File: src/hdl/matrix_multiply_4x4_defines.svh
// ----------------------------------------------------------------------------
// Assertion macros for the matrix multiplier
// Each macro expands to a named concurrent assertion on clk, disabled in rst.
// ----------------------------------------------------------------------------
`ifndef MATRIX_MULTIPLY_4X4_DEFINES_SVH
`define MATRIX_MULTIPLY_4X4_DEFINES_SVH

`ifndef NO_ASSERTIONS

`define MM4_ASSERT_NEVER(name, cond) \
  name: assert property (@(posedge clk) disable iff (rst) !(cond)) \
    else $error("matrix multiplier: forbidden condition seen");

`define MM4_ASSERT_SAME(name, ante, cons) \
  name: assert property (@(posedge clk) disable iff (rst) (ante) |-> (cons)) \
    else $error("matrix multiplier: implication failed in the same cycle");

`define MM4_ASSERT_NEXT(name, ante, cons) \
  name: assert property (@(posedge clk) disable iff (rst) (ante) |=> (cons)) \
    else $error("matrix multiplier: implication failed in the next cycle");

`else

`define MM4_ASSERT_NEVER(name, cond)
`define MM4_ASSERT_SAME(name, ante, cons)
`define MM4_ASSERT_NEXT(name, ante, cons)

`endif

`endif

File: src/hdl/mm4_pkg.sv
// ----------------------------------------------------------------------------
// mm4_pkg
// Shared types and fixed widths of the Q16.16 matrix multiplier.
// ----------------------------------------------------------------------------
package mm4_pkg;

  localparam int EL_W   = 32;  // element width, signed Q16.16
  localparam int FRAC_W = 16;  // fractional bits
  localparam int PROD_W = 64;  // exact product of two elements

  // Tags that travel alongside the operand read data into the MAC.
  typedef struct packed {
    logic valid;
    logic first;
    logic last;
  } mac_ctl_t;

endpackage

File: src/hdl/mm4_mem.sv
// ----------------------------------------------------------------------------
// mm4_mem
// Operand store: one write and one registered read per cycle. A per-entry
// written flag makes unwritten entries read as zero straight after reset.
// ----------------------------------------------------------------------------
module mm4_mem
  import mm4_pkg::*;
#(
  parameter int DEPTH = 16,
  parameter int AW    = 4
) (
  input  logic            clk,
  input  logic            rst,
  input  logic            wr_en,
  input  logic [AW-1:0]   wr_addr,
  input  logic [EL_W-1:0] wr_data,
  input  logic [AW-1:0]   rd_addr,
  output logic [EL_W-1:0] rd_data
);

  logic [EL_W-1:0]  mem [DEPTH];
  logic [DEPTH-1:0] filled;

  always_ff @(posedge clk) begin
    if (wr_en) begin
      mem[wr_addr] <= wr_data;
    end
    rd_data <= filled[rd_addr] ? mem[rd_addr] : '0;
  end

  always_ff @(posedge clk) begin
    if (rst) begin
      filled <= '0;
    end else if (wr_en) begin
      filled[wr_addr] <= 1'b1;
    end
  end

endmodule

File: src/hdl/mm4_mac.sv
// ----------------------------------------------------------------------------
// mm4_mac
// Multiply-accumulate pipeline: registered 32x32 product, exact accumulation,
// then the Q16.16 rescale with saturation to 32 bits.
// ----------------------------------------------------------------------------
module mm4_mac
  import mm4_pkg::*;
#(
  parameter int ACC_W = 66
) (
  input  logic                   clk,
  input  logic                   rst,
  input  mac_ctl_t               ctl,
  input  logic signed [EL_W-1:0] op_a,
  input  logic signed [EL_W-1:0] op_b,
  output logic                   res_valid,
  output logic signed [EL_W-1:0] res
);

  localparam int TOP_LO = EL_W + FRAC_W - 1;

  mac_ctl_t                  prod_ctl;
  logic signed [PROD_W-1:0]  prod;
  logic signed [ACC_W-1:0]   acc;
  logic                      acc_done;
  logic                      fits;
  logic signed [EL_W-1:0]    sat_val;

  always_ff @(posedge clk) begin
    prod <= op_a * op_b;
    if (prod_ctl.valid) begin
      acc <= prod_ctl.first ? ACC_W'(prod) : acc + ACC_W'(prod);
    end
    res <= sat_val;
  end

  always_ff @(posedge clk) begin
    if (rst) begin
      prod_ctl  <= '0;
      acc_done  <= 1'b0;
      res_valid <= 1'b0;
    end else begin
      prod_ctl  <= ctl;
      acc_done  <= prod_ctl.valid && prod_ctl.last;
      res_valid <= acc_done;
    end
  end

  // The sum shifted right by the fractional bits fits 32 bits exactly when
  // every bit from the top bit of the kept field upward matches the sign.
  always_comb begin
    fits = (acc[ACC_W-1:TOP_LO] == {(ACC_W-TOP_LO){acc[ACC_W-1]}});
    if (fits) begin
      sat_val = acc[TOP_LO:FRAC_W];
    end else if (acc[ACC_W-1]) begin
      sat_val = {1'b1, {(EL_W-1){1'b0}}};
    end else begin
      sat_val = {1'b0, {(EL_W-1){1'b1}}};
    end
  end

endmodule

File: src/hdl/matrix_multiply_4x4.sv
// ----------------------------------------------------------------------------
// matrix_multiply_4x4
// Each input transaction stores one Q16.16 element of the left or right
// operand. With start_req set, the stored matrices are then multiplied and
// the DIM*DIM product elements leave in row-major order, last on the final.
// A product pass reads the two operand memories once per cycle while it
// issues, DIM reads per element, followed by multiply, accumulate, saturate
// and output load; the reads for the next element start only after the
// previous one has been taken at the output. No input transaction is taken
// until the last element has gone. Reset clears the written flags of both
// memories at once, so no clearing pass follows it.
// ----------------------------------------------------------------------------
`include "matrix_multiply_4x4_defines.svh"

module matrix_multiply_4x4
  import mm4_pkg::*;
#(
  parameter int DIM = 4
) (
  input  logic                   clk,
  input  logic                   rst,
  input  logic                   in_valid,
  output logic                   in_ready,
  input  logic                   operand_select,
  input  logic [1:0]             row_index,
  input  logic [1:0]             col_index,
  input  logic signed [EL_W-1:0] element_value,
  input  logic                   start_req,
  output logic                   out_valid,
  input  logic                   out_ready,
  output logic [1:0]             out_row,
  output logic [1:0]             out_col,
  output logic signed [EL_W-1:0] product_value,
  output logic                   last
);

  localparam int DEPTH = DIM * DIM;
  localparam int AW    = $clog2(DEPTH);
  localparam int IW    = $clog2(DIM);
  localparam int ACC_W = PROD_W + $clog2(DIM);

  typedef enum logic [1:0] {
    S_IDLE,
    S_ISSUE,
    S_DRAIN,
    S_OUTPUT
  } state_t;

  state_t   state;
  logic [IW-1:0] r, c, k;
  logic [IW+1:0] r_ext, c_ext;
  mac_ctl_t iss_ctl;

  logic          in_acc, out_acc, idx_ok;
  logic [AW-1:0] wr_addr, rd_addr_a, rd_addr_b;
  logic [EL_W-1:0] rd_a, rd_b;
  logic          res_v;
  logic signed [EL_W-1:0] res;
  logic          is_last_el;

  assign in_ready = (state == S_IDLE);
  assign in_acc   = in_valid && in_ready;
  assign out_acc  = out_valid && out_ready;

  assign idx_ok  = (32'(row_index) < 32'(DIM)) && (32'(col_index) < 32'(DIM));
  assign wr_addr = AW'(32'(row_index) * 32'(DIM) + 32'(col_index));

  assign rd_addr_a = AW'(32'(r) * 32'(DIM) + 32'(k));
  assign rd_addr_b = AW'(32'(k) * 32'(DIM) + 32'(c));

  assign r_ext      = {2'b00, r};
  assign c_ext      = {2'b00, c};
  assign is_last_el = (r == IW'(DIM - 1)) && (c == IW'(DIM - 1));

  mm4_mem #(.DEPTH(DEPTH), .AW(AW)) u_left (
    .clk     (clk),
    .rst     (rst),
    .wr_en   (in_acc && idx_ok && !operand_select),
    .wr_addr (wr_addr),
    .wr_data (element_value),
    .rd_addr (rd_addr_a),
    .rd_data (rd_a)
  );

  mm4_mem #(.DEPTH(DEPTH), .AW(AW)) u_right (
    .clk     (clk),
    .rst     (rst),
    .wr_en   (in_acc && idx_ok && operand_select),
    .wr_addr (wr_addr),
    .wr_data (element_value),
    .rd_addr (rd_addr_b),
    .rd_data (rd_b)
  );

  mm4_mac #(.ACC_W(ACC_W)) u_mac (
    .clk       (clk),
    .rst       (rst),
    .ctl       (iss_ctl),
    .op_a      ($signed(rd_a)),
    .op_b      ($signed(rd_b)),
    .res_valid (res_v),
    .res       (res)
  );

  // The tags are registered so that they line up with the memory read data.
  always_ff @(posedge clk) begin
    if (rst) begin
      state     <= S_IDLE;
      r         <= '0;
      c         <= '0;
      k         <= '0;
      iss_ctl   <= '0;
      out_valid <= 1'b0;
    end else begin
      case (state)
        S_IDLE: begin
          iss_ctl <= '0;
          if (in_acc && start_req) begin
            r     <= '0;
            c     <= '0;
            k     <= '0;
            state <= S_ISSUE;
          end
        end
        S_ISSUE: begin
          iss_ctl <= '{valid: 1'b1, first: (k == '0), last: (k == IW'(DIM - 1))};
          if (k == IW'(DIM - 1)) begin
            k     <= '0;
            state <= S_DRAIN;
          end else begin
            k <= k + IW'(1);
          end
        end
        S_DRAIN: begin
          iss_ctl <= '0;
          if (res_v) begin
            out_valid     <= 1'b1;
            product_value <= res;
            out_row       <= r_ext[1:0];
            out_col       <= c_ext[1:0];
            last          <= is_last_el;
            state         <= S_OUTPUT;
          end
        end
        S_OUTPUT: begin
          iss_ctl <= '0;
          if (out_acc) begin
            out_valid <= 1'b0;
            if (last) begin
              state <= S_IDLE;
            end else begin
              if (c == IW'(DIM - 1)) begin
                c <= '0;
                r <= r + IW'(1);
              end else begin
                c <= c + IW'(1);
              end
              state <= S_ISSUE;
            end
          end
        end
        default: begin
          iss_ctl <= '0;
          state   <= S_IDLE;
        end
      endcase
    end
  end

  `MM4_ASSERT_NEVER(a_no_load_while_out, in_ready && out_valid)
  `MM4_ASSERT_NEVER(a_res_only_in_drain, res_v && (state != S_DRAIN))
  `MM4_ASSERT_NEXT(a_start_blocks_input, in_acc && start_req, !in_ready)
  `MM4_ASSERT_NEXT(a_last_frees_input, out_acc && last, in_ready)
  `MM4_ASSERT_SAME(a_mac_fed_in_issue, iss_ctl.valid, $past(state) == S_ISSUE)

endmodule

File: config.mk
export PLATFORM = sky130hd
export DESIGN_NAME = matrix_multiply_4x4
export DESIGN_NICKNAME = d
export VERILOG_FILES = /design/src/hdl/mm4_pkg.sv /design/src/hdl/mm4_mem.sv /design/src/hdl/mm4_mac.sv /design/src/hdl/matrix_multiply_4x4.sv
export VERILOG_INCLUDE_DIRS = /design/src /design/src/hdl
export SDC_FILE = /design/constraint.sdc
export NUM_CORES = 2
export LEC_CHECK = 0
export BUFFER_PORTS_ARGS = -buffer_cell sky130_fd_sc_hd__buf_2
export CAP_MARGIN = 5
export CORE_ASPECT_RATIO = 0.9
export CORE_MARGIN = 1
export CORE_UTILIZATION = 47
export DETAILED_ROUTE_END_ITERATION = 10
export PLACE_DENSITY_LB_ADDON = 0.08
export SYNTH_ARGS = -nofsm -noshare
export SYNTH_HDL_FRONTEND = slang
export SYNTH_SLANG_ARGS = --single-unit
export TNS_END_PERCENT = 50
File: constraint.sdc
create_clock -name clk -period 11.4 [get_ports clk]
set_clock_uncertainty 0.1 [all_clocks]
set_input_delay 0.57 -clock clk [delete_from_list [all_inputs] [get_ports clk]]
set_output_delay 0.57 -clock clk [all_outputs]
set_load 0.02 [all_outputs]
; Word level (Yosys, flattened, before mapping)
; Memory sizes are Yosys's and may differ from the RTL's. A register that Yosys moved wholly into a read port is not among the register bits.
; Cells that the tools add are included.
[word_totals]
mem_count = 2
mem_bits_rw = 1024
out_inout_bits = 39
wordCells = 109
reg_bits = 248
inputBits = 42
[op_classes]
n_mux = 34
addsub = 7
bitwise_logic = 3
n_reduce_logical = 23
mul = 1
magnitude_cmp = 4
eq_ne = 13
[mem_list]
columns = memory, words, width, read_ports, rd_clocked_by_memory_dff, write_ports, line
row1 = u_left.mem, 16, 32, 1, 1, 1, mm4_mem.sv:21  ; logic [EL_W-1:0] mem [DEPTH];
row2 = u_right.mem, 16, 32, 1, 1, 1, mm4_mem.sv:21
[ops]
columns = op, n
row1 = $add A66 B64 Y66, 1
row2 = $mux W66, 1
row3 = $mul A32 B32 Y64, 1
row4 = $mux W32, 2
row5 = $or A16 B16 Y16, 2
row6 = $mux W2, 12
row7 = $eq A18 B18 Y1, 1
row8 = $lt A4 B5 Y1 const B, 3
row9 = $add A4 B2 Y4, 3
row10 = $pmux W2 S2, 3
row11 = $eq A2 B2 Y1 const B, 5
row12 = $mux W1, 10
row13 = $bmux W1 S4, 2
row14 = $logic_and A1 B1 Y1, 8
row15 = $ne A2 B2 Y1 const B, 4
row16 = $pmux W2 S4, 1
row17 = $reduce_and A4 Y1, 2
row18 = $add A2 B1 Y2 const B, 3
row19 = $pmux W3 S2, 1
row20 = $reduce_and A3 Y1, 2
row21 = $reduce_bool A2 Y1, 3
row22 = $reduce_and A5 Y1, 1
row23 = $demux W1 S4, 1
row24 = $ge A4 B1 Y1 const B, 1
row25 = other kinds (8), 12

; Logic depth before layout (Yosys ltp)
[depth]
ltp_word = 6
ltp_mapped = 30

; Cells and area by module
; From an unflattened synthesis, not the netlist that was laid out.
[unflattened]
cells_unflattened = 6798
hier_area_um2 = 88100.7
[by_module_without_submodules]
columns = module, area_each_um2, n_inst, cells_per_inst
row1 = mm4_mac, 45162.1, 1, 4882
row2 = mm4_mem (u_right), 20524.7, 1, 900
row3 = mm4_mem (u_left), 20523.4, 1, 900
row4 = matrix_multiply_4x4, 1890.6, 1, 116

; Least setup slack after synthesis
; Ideal clock, no wire load.
[synth_timing]
kind = flip-flop to flip-flop
from = register u_left.rd_data[31] (read register of u_left.mem)
to = register u_mac.prod[62]
slack_ps = 3494
arrival_time_ps = 7675
path_buffers = 1
t_required_ps = 11169
path_stages_with_launch = 24
cell_sequence = dfxtp_1 -> clkbuf_1 -> nand2_1 -> inv_1 -> fa_1 -> fa_1 -> fa_1 -> fa_1 -> fa_1 -> fa_1 -> fa_1 -> fa_1 -> ha_1 -> and3_1 -> and2_1 -> a221o_1 -> a311o_1 -> o221ai_1 -> nand2_1 -> o22a_1 -> a221o_1 -> o31ai_2 -> o31ai_1 -> xor2_1
[synth_via]
elab_chain_cells = 1
[synth_lines]
columns = item, line
row1 = "start, declared", mm4_mem.sv:18  ; output logic [EL_W-1:0] rd_data
row2 = $mul A32 B32 Y64, mm4_mac.sv:30  ; prod <= op_a * op_b;
row3 = "end signal, assigned", mm4_mac.sv:30
row4 = "end, declared", mm4_mac.sv:23  ; logic signed [PROD_W-1:0] prod;
; Every way passes these cells.
; A chain may end at the register's enable or synchronous reset.

; Worst setup path after layout
[layout_timing]
from = register u_right.rd_data[2] (read register of u_right.mem)
to = register u_mac.prod[59]
[layout_via]
elab_chain_cells = 1
[layout_lines]
columns = item, line
row1 = "start, declared", mm4_mem.sv:18
row2 = $mul A32 B32 Y64, mm4_mac.sv:30
; Every way passes these cells.

==> results.md <==
- Layout Nets: 7996
- Fraction of layout instances using a drive strength above 1: 0.1186
- Routed vias/inst: 5.484
- Pin count of the biggest net entering global routing: 94
- Via count: 50.25k
- CP Launch Type: flop
- Rows: 150
- Asr flop ratio synth: 0
- Netlist cell types: 69
- Post-CTS Resized: 0
- Worst slack at placement: 2.270 ns
- Postcts setup bufs: 0
- Main synth FF type: edfxtp_1
- Initial DRT Pass Iterations: 5
- Gr ovfl total: 0
- Register Area: 38070 um^2
- Die area: 188600 um^2
- Post-synth top area share: 0.3854
- Max frequency: 109.5 MHz
- Cell Pwr Density: 120.1 nW/um^2
- Syn avg cell area: 13.29 um^2
- Vias in the first global route: 53.81k
- EDFF count, synth: 1127
- Core area: 185600 um^2
- Most numerous cell in the Yosys netlist: edfxtp_1
- Final setup viols: 0
- Critical path class: reg -> reg
- Synth-to-Final Area Change: 9.187%
- Remaining DRCs: 0
- MaxCap Viol Count: 0
- Register area share after synthesis: 0.4330
- Detailed Route WL: 221.8 mm
- Worst min path class: in -> reg
- Post-Syn Instances: 6606
- Slew Limit Headroom: 0.2167
- IO Pins: 81
- Total global-route track usage: 0.2425
- Clk sink count: 1336
- # fillers: 15.73k
- Critical path peak fanout: 24
- CP required: 11.99 ns
- Final TNS setup: 0 ns
- I/O Buffers: 80
- Final Hold Vio Count: 0
- Clock buffer depth: 3
- Syn_nets: 7988
- Multiplexer share of the synthesized area: 0.08510
- Skew-Pair Late Insertion Delay: 0.82 ns
- Worst-path clk slew: 0.07 ns
- RD Place Congestion: 0.8583
- Largest family of logic cells by synthesized area: adder cells
- Antenna violations before repair: 12
- # hold bufs at CTS: 1
- Initial Utilization: 0.4731
- Multi-input gate area: 44960 um^2
- Final min period: 9.135 ns
- Maximum vdd drop: 0.1479 mV
- Post-synthesis simple-gate area fraction: 0.08905
- Synth Cell Area: 87820 um^2
- Worst EP arrival: 9.73 ns
- Synth area leader: edfxtp_1
- Power Total: 11.51 mW
- Post-synthesis compound-gate area fraction: 0.03741
- Leading cell types by total area after synthesis: edfxtp_1 (39%), fa_1 (25%), mux4_2 (8.4%), dfxtp_1 (4.8%), inv_1 (4.4%)
- Most common library cells after synthesis: edfxtp_1 (1127), fa_1 (1083), inv_1 (1035), nand2_1 (636), and2_1 (525)
- Fin. max-slew vios: 0
- Post-synthesis adder-cell area fraction: 0.2835
- CTS H-tree depth: 4
- CTS tree: yes
- Drt wl/cell: 24.20 um
- ANT nets after route: 0
- Leak: 38.53 nW
- Worst Max-Slew Pin Slew: 1.173 ns
- RSZ-0062 raised after global routing: false
- Yosys warns: 0
- Die width: 457.6 um
- FF+latch count, synth: 1336
- Die Ht: 412.1 um
- Period utilization: 0.8013
- PnR worst setup slack: 2.265 ns
- Status: completed
- Num CTS Buffers: 144
- Critical path endpoint category: flop
- Synth Area in XOR/XNOR: 0.01376
- Starting DRT DRC Count: 4020
- Dpl hpwl: 148.7 mm
- Clk root buf: clkbuf_16
- First-pass GRT wire length: 341.4 mm
## cell type report
type	instances	area share
flip-flops and latches	1336	0.3970
multi-input cells	3909	0.4689
well taps	2432	0.03173
repair buffers	187	0.01284
diodes	4	0.0001044
clock buffers	203	0.04138
clock inverters	56	0.007529
inverters	1036	0.04055
## report_power, final
part	leakage (nW)	switching, mW	internal, mW	total (mW)
clock	2.24	2.02	2.59	4.61
combinational	24.4	0.812	0.497	1.31
sequential	11.9	0.151	5.44	5.59
total	38.5	2.99	8.53	11.5
## worst max-delay path: stages, from the launching register on
cell and delay [ns]:
dfxtp_1 0.98, buf_4 0.32, nand2_1 0.10, inv_1 0.16
fa_1 0.45, fa_1 0.49, fa_1 0.73, fa_1 0.96
inv_1 0.38, fa_1 0.59, inv_1 0.06, fa_1 0.52
inv_1 0.05, fa_1 0.48, inv_1 0.05, fa_1 0.45
ha_1 0.38, a21o_1 0.19, a21o_1 0.17, a21oi_1 0.20
nand2_1 0.10, o31ai_1 0.43, nand3b_1 0.22, o21a_1 0.14
nor2b_1 0.15, xnor2_1 0.13
## stage by stage
step                cell area, um^2  hold WS (ns)  utilization  instances
detailed placement            91180        0.2887       0.4912       8899
finish                        95890        0.1474       0.5166       9163
global route                  95880        0.1404       0.5166       9160
floorplan                     87820        0.2855            -       6606
CTS                           95880       0.09327       0.5165       9159
global placement              91180        0.2861       0.4912       8899
## routing by layer
| metal | routed length [um] | track usage | vias up | part of all wire |
|---|---|---|---|---|
| li1 | - | - | 21910 | - |
| met1 | 102400 | 0.3625 | 26620 | 0.46 |
| met2 | 101000 | 0.3762 | 1464 | 0.46 |
| met3 | 14910 | 0.04200 | 259 | 0.067 |
| met4 | 3401 | 0.04470 | 6 | 0.015 |
| met5 | 30 | 0 | - | 0.00014 |
## cell families after synthesis
| group | after synthesis |
|---|---|
| xor+xnor | 138 |
| buf+inv | 1361 |
| mux | 336 |
| flops | 1336 |
| fa+ha+maj | 1340 |
| compound gates | 519 |
| simple gates | 1576 |
## state kept, by name (all words and copies together), names as in the netlist, 2 cells and up
name / cells
u_mac.prod_ctl: 3
u_mac.prod: 64
u_right.rd_data: 32
out_col: 2
product_value: 32
u_mac.res: 32
r: 2
k: 2
state: 2
out_row: 2
u_mac.acc: 66
u_left.mem: 512
u_right.mem: 512
c: 2
u_right.filled: 16
iss_ctl: 3
u_left.filled: 16
u_left.rd_data: 32
## cell usage in the layout, fill, tap and decap left out, types with 47 or more instances in the layout
cell type     n
edfxtp_1   1127
fa_1       1083
inv_1      1035
nand2_1     636
and2_1      525
mux4_2      328
ha_1        257
dfxtp_1     190
o21ai_0     161
clkbuf_16   146
a21oi_1     134
nor2_1      128
buf_4       104
nor2b_1     103
xnor2_1      85
buf_2        80
a21o_1       66
xor2_1       53
clkbuf_1     47
## final timing paths
path / to / start / cells past startpoint / slack, ns
worst min register to register: product_value[2]$_DFFE_PP_ / u_mac.res[2]$_DFF_P_ / 0 / 0.30
worst min-delay path: u_left.mem[12][16]$_DFFE_PP_ / element_value[16] / 1 / 0.15
worst max-delay path: u_mac.prod[59]$_DFF_P_ / u_right.rd_data[2]$_SDFF_PN0_ / 25 / 2.26
worst max register to register: u_mac.prod[59]$_DFF_P_ / u_right.rd_data[2]$_SDFF_PN0_ / 25 / 2.26
(Power assumes the default switching activity.)
